===== src/rtl/rmlt_pkg.sv =====
// Shared types and constants of the reentrant monitor lock table.
package rmlt_pkg;

   localparam int TABLE_ENTRIES_DEF = 16;

   localparam int OBJ_W    = 32;
   localparam int THR_W    = 8;
   localparam int COUNT_W  = 16;
   localparam int STATUS_W = 4;
   localparam int ENTRY_W  = OBJ_W + THR_W + COUNT_W;

   localparam logic [COUNT_W-1:0] COUNT_MAX = '1;

   typedef enum logic [STATUS_W-1:0] {
      STS_ACQUIRED    = 4'd0,
      STS_REENTERED   = 4'd1,
      STS_BUSY        = 4'd2,
      STS_RELEASED    = 4'd3,
      STS_DECREMENTED = 4'd4,
      STS_NULL        = 4'd5,
      STS_ILLEGAL     = 4'd6,
      STS_FULL        = 4'd7,
      STS_SATURATED   = 4'd8
   } status_type;

   typedef enum logic [1:0] {
      LK_IDLE,
      LK_SCAN,
      LK_DRAIN,
      LK_EXEC
   } lock_state_type;

   typedef struct packed {
      logic [OBJ_W-1:0]   object;
      logic [THR_W-1:0]   owner;
      logic [COUNT_W-1:0] count;
   } entry_type;

endpackage


===== src/rtl/rmlt_ram.sv =====
// Generic single-write, single-read RAM with registered read data.
module rmlt_ram #(
   parameter int WIDTH = 8,
   parameter int DEPTH = 16
) (
   input  logic                     clock,
   input  logic                     wr_en,
   input  logic [$clog2(DEPTH)-1:0] wr_addr,
   input  logic [WIDTH-1:0]         wr_data,
   input  logic                     rd_en,
   input  logic [$clog2(DEPTH)-1:0] rd_addr,
   output logic [WIDTH-1:0]         rd_data
);

   logic [WIDTH-1:0] mem_ff [DEPTH];
   logic [WIDTH-1:0] rd_data_ff;

   always_ff @(posedge clock) begin
      if (wr_en) begin
         mem_ff[wr_addr] <= wr_data;
      end
      if (rd_en) begin
         rd_data_ff <= mem_ff[rd_addr];
      end
   end

   assign rd_data = rd_data_ff;

endmodule


===== src/rtl/reentrant_monitor_lock_table_unit.sv =====
// Top level of the reentrant monitor lock table: scan sequencer, decision logic and result register.
//
// Usage:
//  A request (req_type: 0 enter, 1 exit; req_object_ref; req_thread_id) is taken at a
//  clock edge where req_valid is high and req_stall is low. Every request yields exactly
//  one response on rsp_status / rsp_hold_count, handed over when rsp_valid is high and
//  rsp_stall is low.
//  The table lives in a RAM of TABLE_ENTRIES entries with one read port. A single
//  comparator walks the entries one per cycle. From acceptance, a request passes through
//  the scan reads of all TABLE_ENTRIES entries, the last compare, and then the decision
//  and table update, which also loads the result register.
//  A null reference skips the scan and goes straight to the decision. The next request
//  is taken in the cycle after the response is loaded, so the unit takes no new request
//  before the last one has been decided.
//  While the receiver stalls, the finished response is held in the output register and
//  one further request may be accepted and scanned; its table update and response wait
//  until the held response is taken.
//  Synchronous reset clears all entry valid bits and the control state;
//  entry contents are only read once written.
module reentrant_monitor_lock_table_unit #(
   parameter int TABLE_ENTRIES = rmlt_pkg::TABLE_ENTRIES_DEF
) (
   input  logic                         clock,
   input  logic                         reset,
   input  logic                         req_valid,
   output logic                         req_stall,
   input  logic                         req_type,
   input  logic [rmlt_pkg::OBJ_W-1:0]    req_object_ref,
   input  logic [rmlt_pkg::THR_W-1:0]    req_thread_id,
   output logic                         rsp_valid,
   input  logic                         rsp_stall,
   output logic [rmlt_pkg::STATUS_W-1:0] rsp_status,
   output logic [rmlt_pkg::COUNT_W-1:0]  rsp_hold_count
);
   import rmlt_pkg::*;

   localparam int IDX_W = $clog2(TABLE_ENTRIES);
   localparam logic [IDX_W-1:0] LAST_IDX = IDX_W'(TABLE_ENTRIES - 1);

   lock_state_type state_ff, state_in;

   logic                     is_exit_ff;
   logic [OBJ_W-1:0]         obj_ff;
   logic [THR_W-1:0]         thr_ff;

   logic [IDX_W-1:0]         scan_idx_ff;
   logic                     cmp_pend_ff;
   logic [IDX_W-1:0]         cmp_idx_ff;

   logic                     hit_ff;
   logic [IDX_W-1:0]         hit_idx_ff;
   logic [THR_W-1:0]         hit_owner_ff;
   logic [COUNT_W-1:0]       hit_count_ff;
   logic                     free_found_ff;
   logic [IDX_W-1:0]         free_idx_ff;

   logic [TABLE_ENTRIES-1:0] valid_ff, valid_in;

   logic                     rsp_valid_ff;
   logic [STATUS_W-1:0]      rsp_status_ff;
   logic [COUNT_W-1:0]       rsp_count_ff;

   logic                     req_fire;
   logic                     scan_issue;
   logic                     exec_fire;
   logic                     rsp_fire;

   entry_type                rd_entry;
   logic [ENTRY_W-1:0]       rd_data;
   logic                     cmp_valid;
   logic                     cmp_hit;

   status_type               dec_status;
   logic [COUNT_W-1:0]       dec_count;
   logic                     dec_wr;
   logic [IDX_W-1:0]         dec_addr;
   entry_type                dec_entry;
   logic                     dec_set;
   logic                     dec_clr;

   assign req_fire = req_valid && !req_stall;
   assign rsp_fire = rsp_valid_ff && !rsp_stall;

   // ---------------------------------------------------------------- next state
   always_comb begin
      state_in = state_ff;
      unique case (state_ff)
         LK_IDLE: begin
            if (req_valid) begin
               state_in = (req_object_ref == '0) ? LK_EXEC : LK_SCAN;
            end
         end
         LK_SCAN: begin
            if (scan_idx_ff == LAST_IDX) begin
               state_in = LK_DRAIN;
            end
         end
         LK_DRAIN: begin
            state_in = LK_EXEC;
         end
         LK_EXEC: begin
            if (!(rsp_valid_ff && rsp_stall)) begin
               state_in = LK_IDLE;
            end
         end
         default: state_in = LK_IDLE;
      endcase
   end

   // ---------------------------------------------------------------- outputs
   always_comb begin
      req_stall  = 1'b1;
      scan_issue = 1'b0;
      exec_fire  = 1'b0;
      unique case (state_ff)
         LK_IDLE:  req_stall  = 1'b0;
         LK_SCAN:  scan_issue = 1'b1;
         LK_DRAIN: ;
         LK_EXEC:  exec_fire  = !(rsp_valid_ff && rsp_stall);
         default:  ;
      endcase
   end

   // ---------------------------------------------------------------- table RAM
   rmlt_ram #(
      .WIDTH (ENTRY_W),
      .DEPTH (TABLE_ENTRIES)
   ) u_entries (
      .clock   (clock),
      .wr_en   (exec_fire && dec_wr),
      .wr_addr (dec_addr),
      .wr_data (dec_entry),
      .rd_en   (scan_issue),
      .rd_addr (scan_idx_ff),
      .rd_data (rd_data)
   );

   assign rd_entry  = entry_type'(rd_data);
   assign cmp_valid = valid_ff[cmp_idx_ff];
   assign cmp_hit   = cmp_pend_ff && cmp_valid && (rd_entry.object == obj_ff);

   // ---------------------------------------------------------------- decision
   always_comb begin
      dec_status       = STS_NULL;
      dec_count        = '0;
      dec_wr           = 1'b0;
      dec_addr         = hit_ff ? hit_idx_ff : free_idx_ff;
      dec_entry.object = obj_ff;
      dec_entry.owner  = thr_ff;
      dec_entry.count  = hit_count_ff;
      dec_set          = 1'b0;
      dec_clr          = 1'b0;
      if (obj_ff == '0) begin
         dec_status = STS_NULL;
      end else if (!is_exit_ff) begin
         if (!hit_ff) begin
            if (!free_found_ff) begin
               dec_status = STS_FULL;
            end else begin
               dec_status      = STS_ACQUIRED;
               dec_count       = COUNT_W'(1);
               dec_entry.count = COUNT_W'(1);
               dec_wr          = 1'b1;
               dec_set         = 1'b1;
            end
         end else if (hit_owner_ff != thr_ff) begin
            dec_status = STS_BUSY;
            dec_count  = hit_count_ff;
         end else if (hit_count_ff == COUNT_MAX) begin
            dec_status = STS_SATURATED;
            dec_count  = COUNT_MAX;
         end else begin
            dec_status      = STS_REENTERED;
            dec_count       = hit_count_ff + COUNT_W'(1);
            dec_entry.count = dec_count;
            dec_wr          = 1'b1;
         end
      end else begin
         if (!hit_ff) begin
            dec_status = STS_ILLEGAL;
         end else if (hit_owner_ff != thr_ff || hit_count_ff == '0) begin
            dec_status = STS_ILLEGAL;
            dec_count  = hit_count_ff;
         end else begin
            dec_count       = hit_count_ff - COUNT_W'(1);
            dec_entry.count = dec_count;
            if (dec_count == '0) begin
               dec_status = STS_RELEASED;
               dec_clr    = 1'b1;
            end else begin
               dec_status = STS_DECREMENTED;
               dec_wr     = 1'b1;
            end
         end
      end
   end

   always_comb begin
      valid_in = valid_ff;
      if (exec_fire && dec_set) begin
         valid_in[dec_addr] = 1'b1;
      end
      if (exec_fire && dec_clr) begin
         valid_in[dec_addr] = 1'b0;
      end
   end

   // ---------------------------------------------------------------- registers
   always_ff @(posedge clock) begin
      if (reset) begin
         state_ff      <= LK_IDLE;
         valid_ff      <= '0;
         cmp_pend_ff   <= 1'b0;
         hit_ff        <= 1'b0;
         free_found_ff <= 1'b0;
         scan_idx_ff   <= '0;
         rsp_valid_ff  <= 1'b0;
      end else begin
         state_ff    <= state_in;
         valid_ff    <= valid_in;
         cmp_pend_ff <= scan_issue;
         if (req_fire) begin
            scan_idx_ff   <= '0;
            hit_ff        <= 1'b0;
            free_found_ff <= 1'b0;
         end else begin
            if (scan_issue) begin
               scan_idx_ff <= scan_idx_ff + IDX_W'(1);
            end
            if (cmp_hit) begin
               hit_ff <= 1'b1;
            end
            // The lowest free entry is the first invalid one met by the scan.
            if (cmp_pend_ff && !cmp_valid && !free_found_ff) begin
               free_found_ff <= 1'b1;
            end
         end
         if (exec_fire) begin
            rsp_valid_ff <= 1'b1;
         end else if (rsp_fire) begin
            rsp_valid_ff <= 1'b0;
         end
      end
   end

   always_ff @(posedge clock) begin
      if (req_fire) begin
         is_exit_ff <= req_type;
         obj_ff     <= req_object_ref;
         thr_ff     <= req_thread_id;
      end
      cmp_idx_ff <= scan_idx_ff;
      if (cmp_hit) begin
         hit_idx_ff   <= cmp_idx_ff;
         hit_owner_ff <= rd_entry.owner;
         hit_count_ff <= rd_entry.count;
      end
      if (cmp_pend_ff && !cmp_valid && !free_found_ff) begin
         free_idx_ff <= cmp_idx_ff;
      end
      if (exec_fire) begin
         rsp_status_ff <= dec_status;
         rsp_count_ff  <= dec_count;
      end
   end

   assign rsp_valid      = rsp_valid_ff;
   assign rsp_status     = rsp_status_ff;
   assign rsp_hold_count = rsp_count_ff;

   // ---------------------------------------------------------------- checks
   a_acquire_sets_valid: assert property (@(posedge clock) disable iff (reset)
      (exec_fire && dec_status == STS_ACQUIRED) |=> valid_ff[$past(free_idx_ff)])
      else $error("acquired entry was not marked valid");

   a_release_clears_valid: assert property (@(posedge clock) disable iff (reset)
      (exec_fire && dec_status == STS_RELEASED) |=> !valid_ff[$past(hit_idx_ff)])
      else $error("released entry is still valid");

   a_hit_entry_valid: assert property (@(posedge clock) disable iff (reset)
      (state_ff == LK_EXEC && hit_ff) |-> (valid_ff[hit_idx_ff] && hit_count_ff != '0))
      else $error("matched entry is not a live lock");

   a_exec_loads_rsp: assert property (@(posedge clock) disable iff (reset)
      exec_fire |=> rsp_valid_ff)
      else $error("decided request produced no response");

   a_scan_single_hit: assert property (@(posedge clock) disable iff (reset)
      (cmp_hit && state_ff != LK_IDLE) |-> !hit_ff)
      else $error("object found in more than one entry");

endmodule

===== config.mk =====
export PLATFORM = sky130hd
export DESIGN_NAME = reentrant_monitor_lock_table_unit
export DESIGN_NICKNAME = d
export VERILOG_FILES = /design/src/rtl/rmlt_pkg.sv /design/src/rtl/rmlt_ram.sv /design/src/rtl/reentrant_monitor_lock_table_unit.sv
export SDC_FILE = /design/constraint.sdc
export NUM_CORES = 1
export LEC_CHECK = 0
export ABC_AREA = 1
export BUFFER_PORTS_ARGS = -buffer_cell sky130_fd_sc_hd__buf_4
export CORE_MARGIN = 4
export CORE_UTILIZATION = 56
export CTS_BUF_LIST = sky130_fd_sc_hd__clkbuf_16
export DETAILED_ROUTE_END_ITERATION = 10
export GPL_ROUTABILITY_DRIVEN = 0
export PLACE_DENSITY = 0.72
export SETUP_SLACK_MARGIN = 0.4
export SYNTH_ARGS = -nofsm -noshare
export SYNTH_HDL_FRONTEND = slang
export SYNTH_SLANG_ARGS = --single-unit

===== constraint.sdc =====
create_clock -name clock -period 6.5 [get_ports clock]
set_input_delay 0.975 -clock clock [delete_from_list [all_inputs] [get_ports clock]]
set_output_delay 0.975 -clock clock [all_outputs]
set_load 0.05 [all_outputs]

==> impl_metrics.toml <==
[die]
core_mm2 = 0.0775
initial_core_util_pct = 56.5
die_x_um = 287
io_pins = 67
die-area_mm2 = 0.0826
chipHeight_um = 287
num_rows = 102

[clock_network]
clk_pin_slew_ps = 60
htree_levels = 3
clock_latency_ps = 660
cts_tree = "built"
clk_path_buf_depth = 3
post-cts-setup-buffers = 0
cts.sinks = 1075
numCtsBuffers = 104
cts_repair_resize_count = 0
cts_hold_buf = 0
clockRootBuffer = "clkbuf_16"

[global_routing]
grt_pass1_wl_um = 164000
grt.total_usage_pct = 26.1
antenna_found_initial = 3
grt_max_degree = 209
grt-ovfl-total = 0
grt_pass1_vias = 27108

[route]
drtPass1Iterations = 8
drtIter0Drc = 4088
antenna_left = 0
drc = 0
via_per_inst = 6.25
wl_um = 109000
wl_per_cell_um = 24.4
vias = 27865

[power]
ir_drop_v = 0.000263
power_per_cell_area_mw_per_mm2 = 344
p_leak_nw = 15.9

[run_status]
status = "complete, no violations"

[finish]
drive_gt1_share_pct = 10.5
nets = 3388
finalInstanceArea_mm2 = 0.0488
areaGrowthSynthToFinish_pct = 11.5

[setup_path]
path_class = "reg2reg"
crit_top_cell = "nand2_1"
crit_path_start_kind = "flop"
end_kind = "flop"
critPathSlowestCell = "nor2_4"
crit_family = "simple AND/OR/NAND/NOR gates"
path_max_fanout = 24
worstPathCellList = "inv_1 > nand3_1 > nor4_1 > nand2_1 > nand2_1 > a21oi_1 > nand3_4 > nor2_4 > buf_4"
cp.buffers_inverters = 2
arrival_ps = 5030
cp_data_required_time_ps = 6810
cpPeakStageDelay_ps = 940

[synth]
synth-edff-count = 1045
yosysWarnings = 0
syn_area_mm2 = 0.0437
synth.avg_cell_area_um2 = 13.2
synth.net_count = 3363
yosys.cell_types.count = 52
yosysMostFrequentCell = "edfxtp_1"
synth_top_area_share_pct = 71.7
synth_ff_type = "edfxtp_1"
synth_commonest_cells = "1045 x edfxtp_1, 581 x nor2_1, 298 x nand2_1"
async_reset_ff_share_pct = 0
yosys-top-cells-area = "edfxtp_1 72%, nor2_1 5.0%, o21ai_0 3.1%"
yosysTopAreaCell = "edfxtp_1"
synth_cells = 3308
ys_ff_latch = 1075
seq_area_frac_synth_pct = 73.1

[sta]
tns_ps = 0
final-hold-violation-count = 0
max_slew_margin_pct = 18.1
period_needed_ps = 4720
worst_pin_slew_ps = 1220
period_share_pct = 72.6
setup_ws_ps = 1780
rsz0062_at_grt = "no"
setup_violations = 0
max_freq_mhz = 212
clock_skew_ps = 37.3
slew_viol_final = 0

[min_path]
min_path_type = "reg2reg"

[place]
dpl_worst_slack_ps = 1870
io_buffers = 66
placed_area_mm2 = 0.0453
dp_hpwl_um = 60200

[job]
drv_cap = 0
[logic make-up after synthesis]
group	Yosys count	share of synthesized area, %
and+or+nand+nor	1166	11.6
DFF	1075	73.1
AOI/OAI and AO/OA	594	9.01
xor gates and xnor gates	34	0.698
buffers and inverters	329	3.05
adders and majority gates	10	0.286
muxes	100	2.29
[layout by cell type (no fill, tap or decap), types with 16 or more instances in the layout]
cell type and n:
nor2_4 29, edfxtp_1 1045, nor3_1 17, o221ai_1 100, nand2_1 298, nand3_1 159, nor2_1 573, a21oi_1 46
inv_1 137, clkinv_1 27, clkinv_2 26, nor4_1 16, clkbuf_16 106, nand4_1 32, o21ai_0 275, xor2_1 20
mux2i_1 100, dfxtp_1 27, buf_4 104, o211ai_1 21, o32ai_1 124
[metrics by stage]
stage               total power, mW  instances  util, %  hold WS, ps
CTS                            16.8       4460     63.0          383
finish                         16.8       4461     63.0          382
global placement               10.8       4267     58.5          369
global route                   17.4       4461     63.0          394
detailed placement             10.9       4267     58.5          375
floorplan                      10.0       3308        -          329
[path summary, 6_finish.rpt]
check	start	endpoint	slack [ps]	depth (start not counted)
setup / recovery	obj_ff[12]	u_entries.mem_ff[13][28]	1780	9
hold / removal	scan_idx_ff[3]	cmp_idx_ff[3]	380	0
setup reg to reg	obj_ff[12]	u_entries.mem_ff[13][28]	1780	9
hold reg to reg	scan_idx_ff[3]	cmp_idx_ff[3]	380	0
[registers in the layout, indices dropped and copies added (netlist names), 4 cells and up]
register / cells
u_entries.rd_data: 56
rsp_status: 4
u_entries.mem_ff: 896
hit_owner_ff: 8
rsp_hold_count: 16
hit_idx_ff: 4
cmp_idx_ff: 4
hit_count_ff: 16
free_idx_ff: 4
valid_ff: 16
obj_ff: 32
scan_idx_ff: 4
thr_ff: 8
[layer usage]
| metal | share of wire (%) | global-route usage, % |
|---|---|---|
| met1 | 39 | 35.7 |
| met2 | 49 | 43.3 |
| met3 | 8.3 | 3.24 |
| met4 | 3.8 | 10.0 |
| met5 | 0.012 | 0 |
[area by class of cell]
| class | instances | area [um^2] |
|---|---|---|
| antenna | 1 | 2.50 |
| multi-input combinational | 1904 | 10600 |
| inverter | 135 | 519 |
| timing repair buffer | 113 | 961 |
| sequential | 1075 | 32000 |
| tap | 1040 | 1300 |
| clock buffer | 106 | 2650 |
| clock inverter | 87 | 779 |
| fill | 5548 | 28700 |
[power by group]
part | switching [mW] | leakage (nW) | total, mW | internal (mW)
clock | 2.52 | 1.75 | 6.03 | 3.51
combinational | 1.53 | 4.51 | 2.16 | 0.634
sequential | 0.414 | 9.68 | 8.58 | 8.16
total | 4.46 | 15.9 | 16.8 | 12.3
Power figures use the tool's default switching activity.
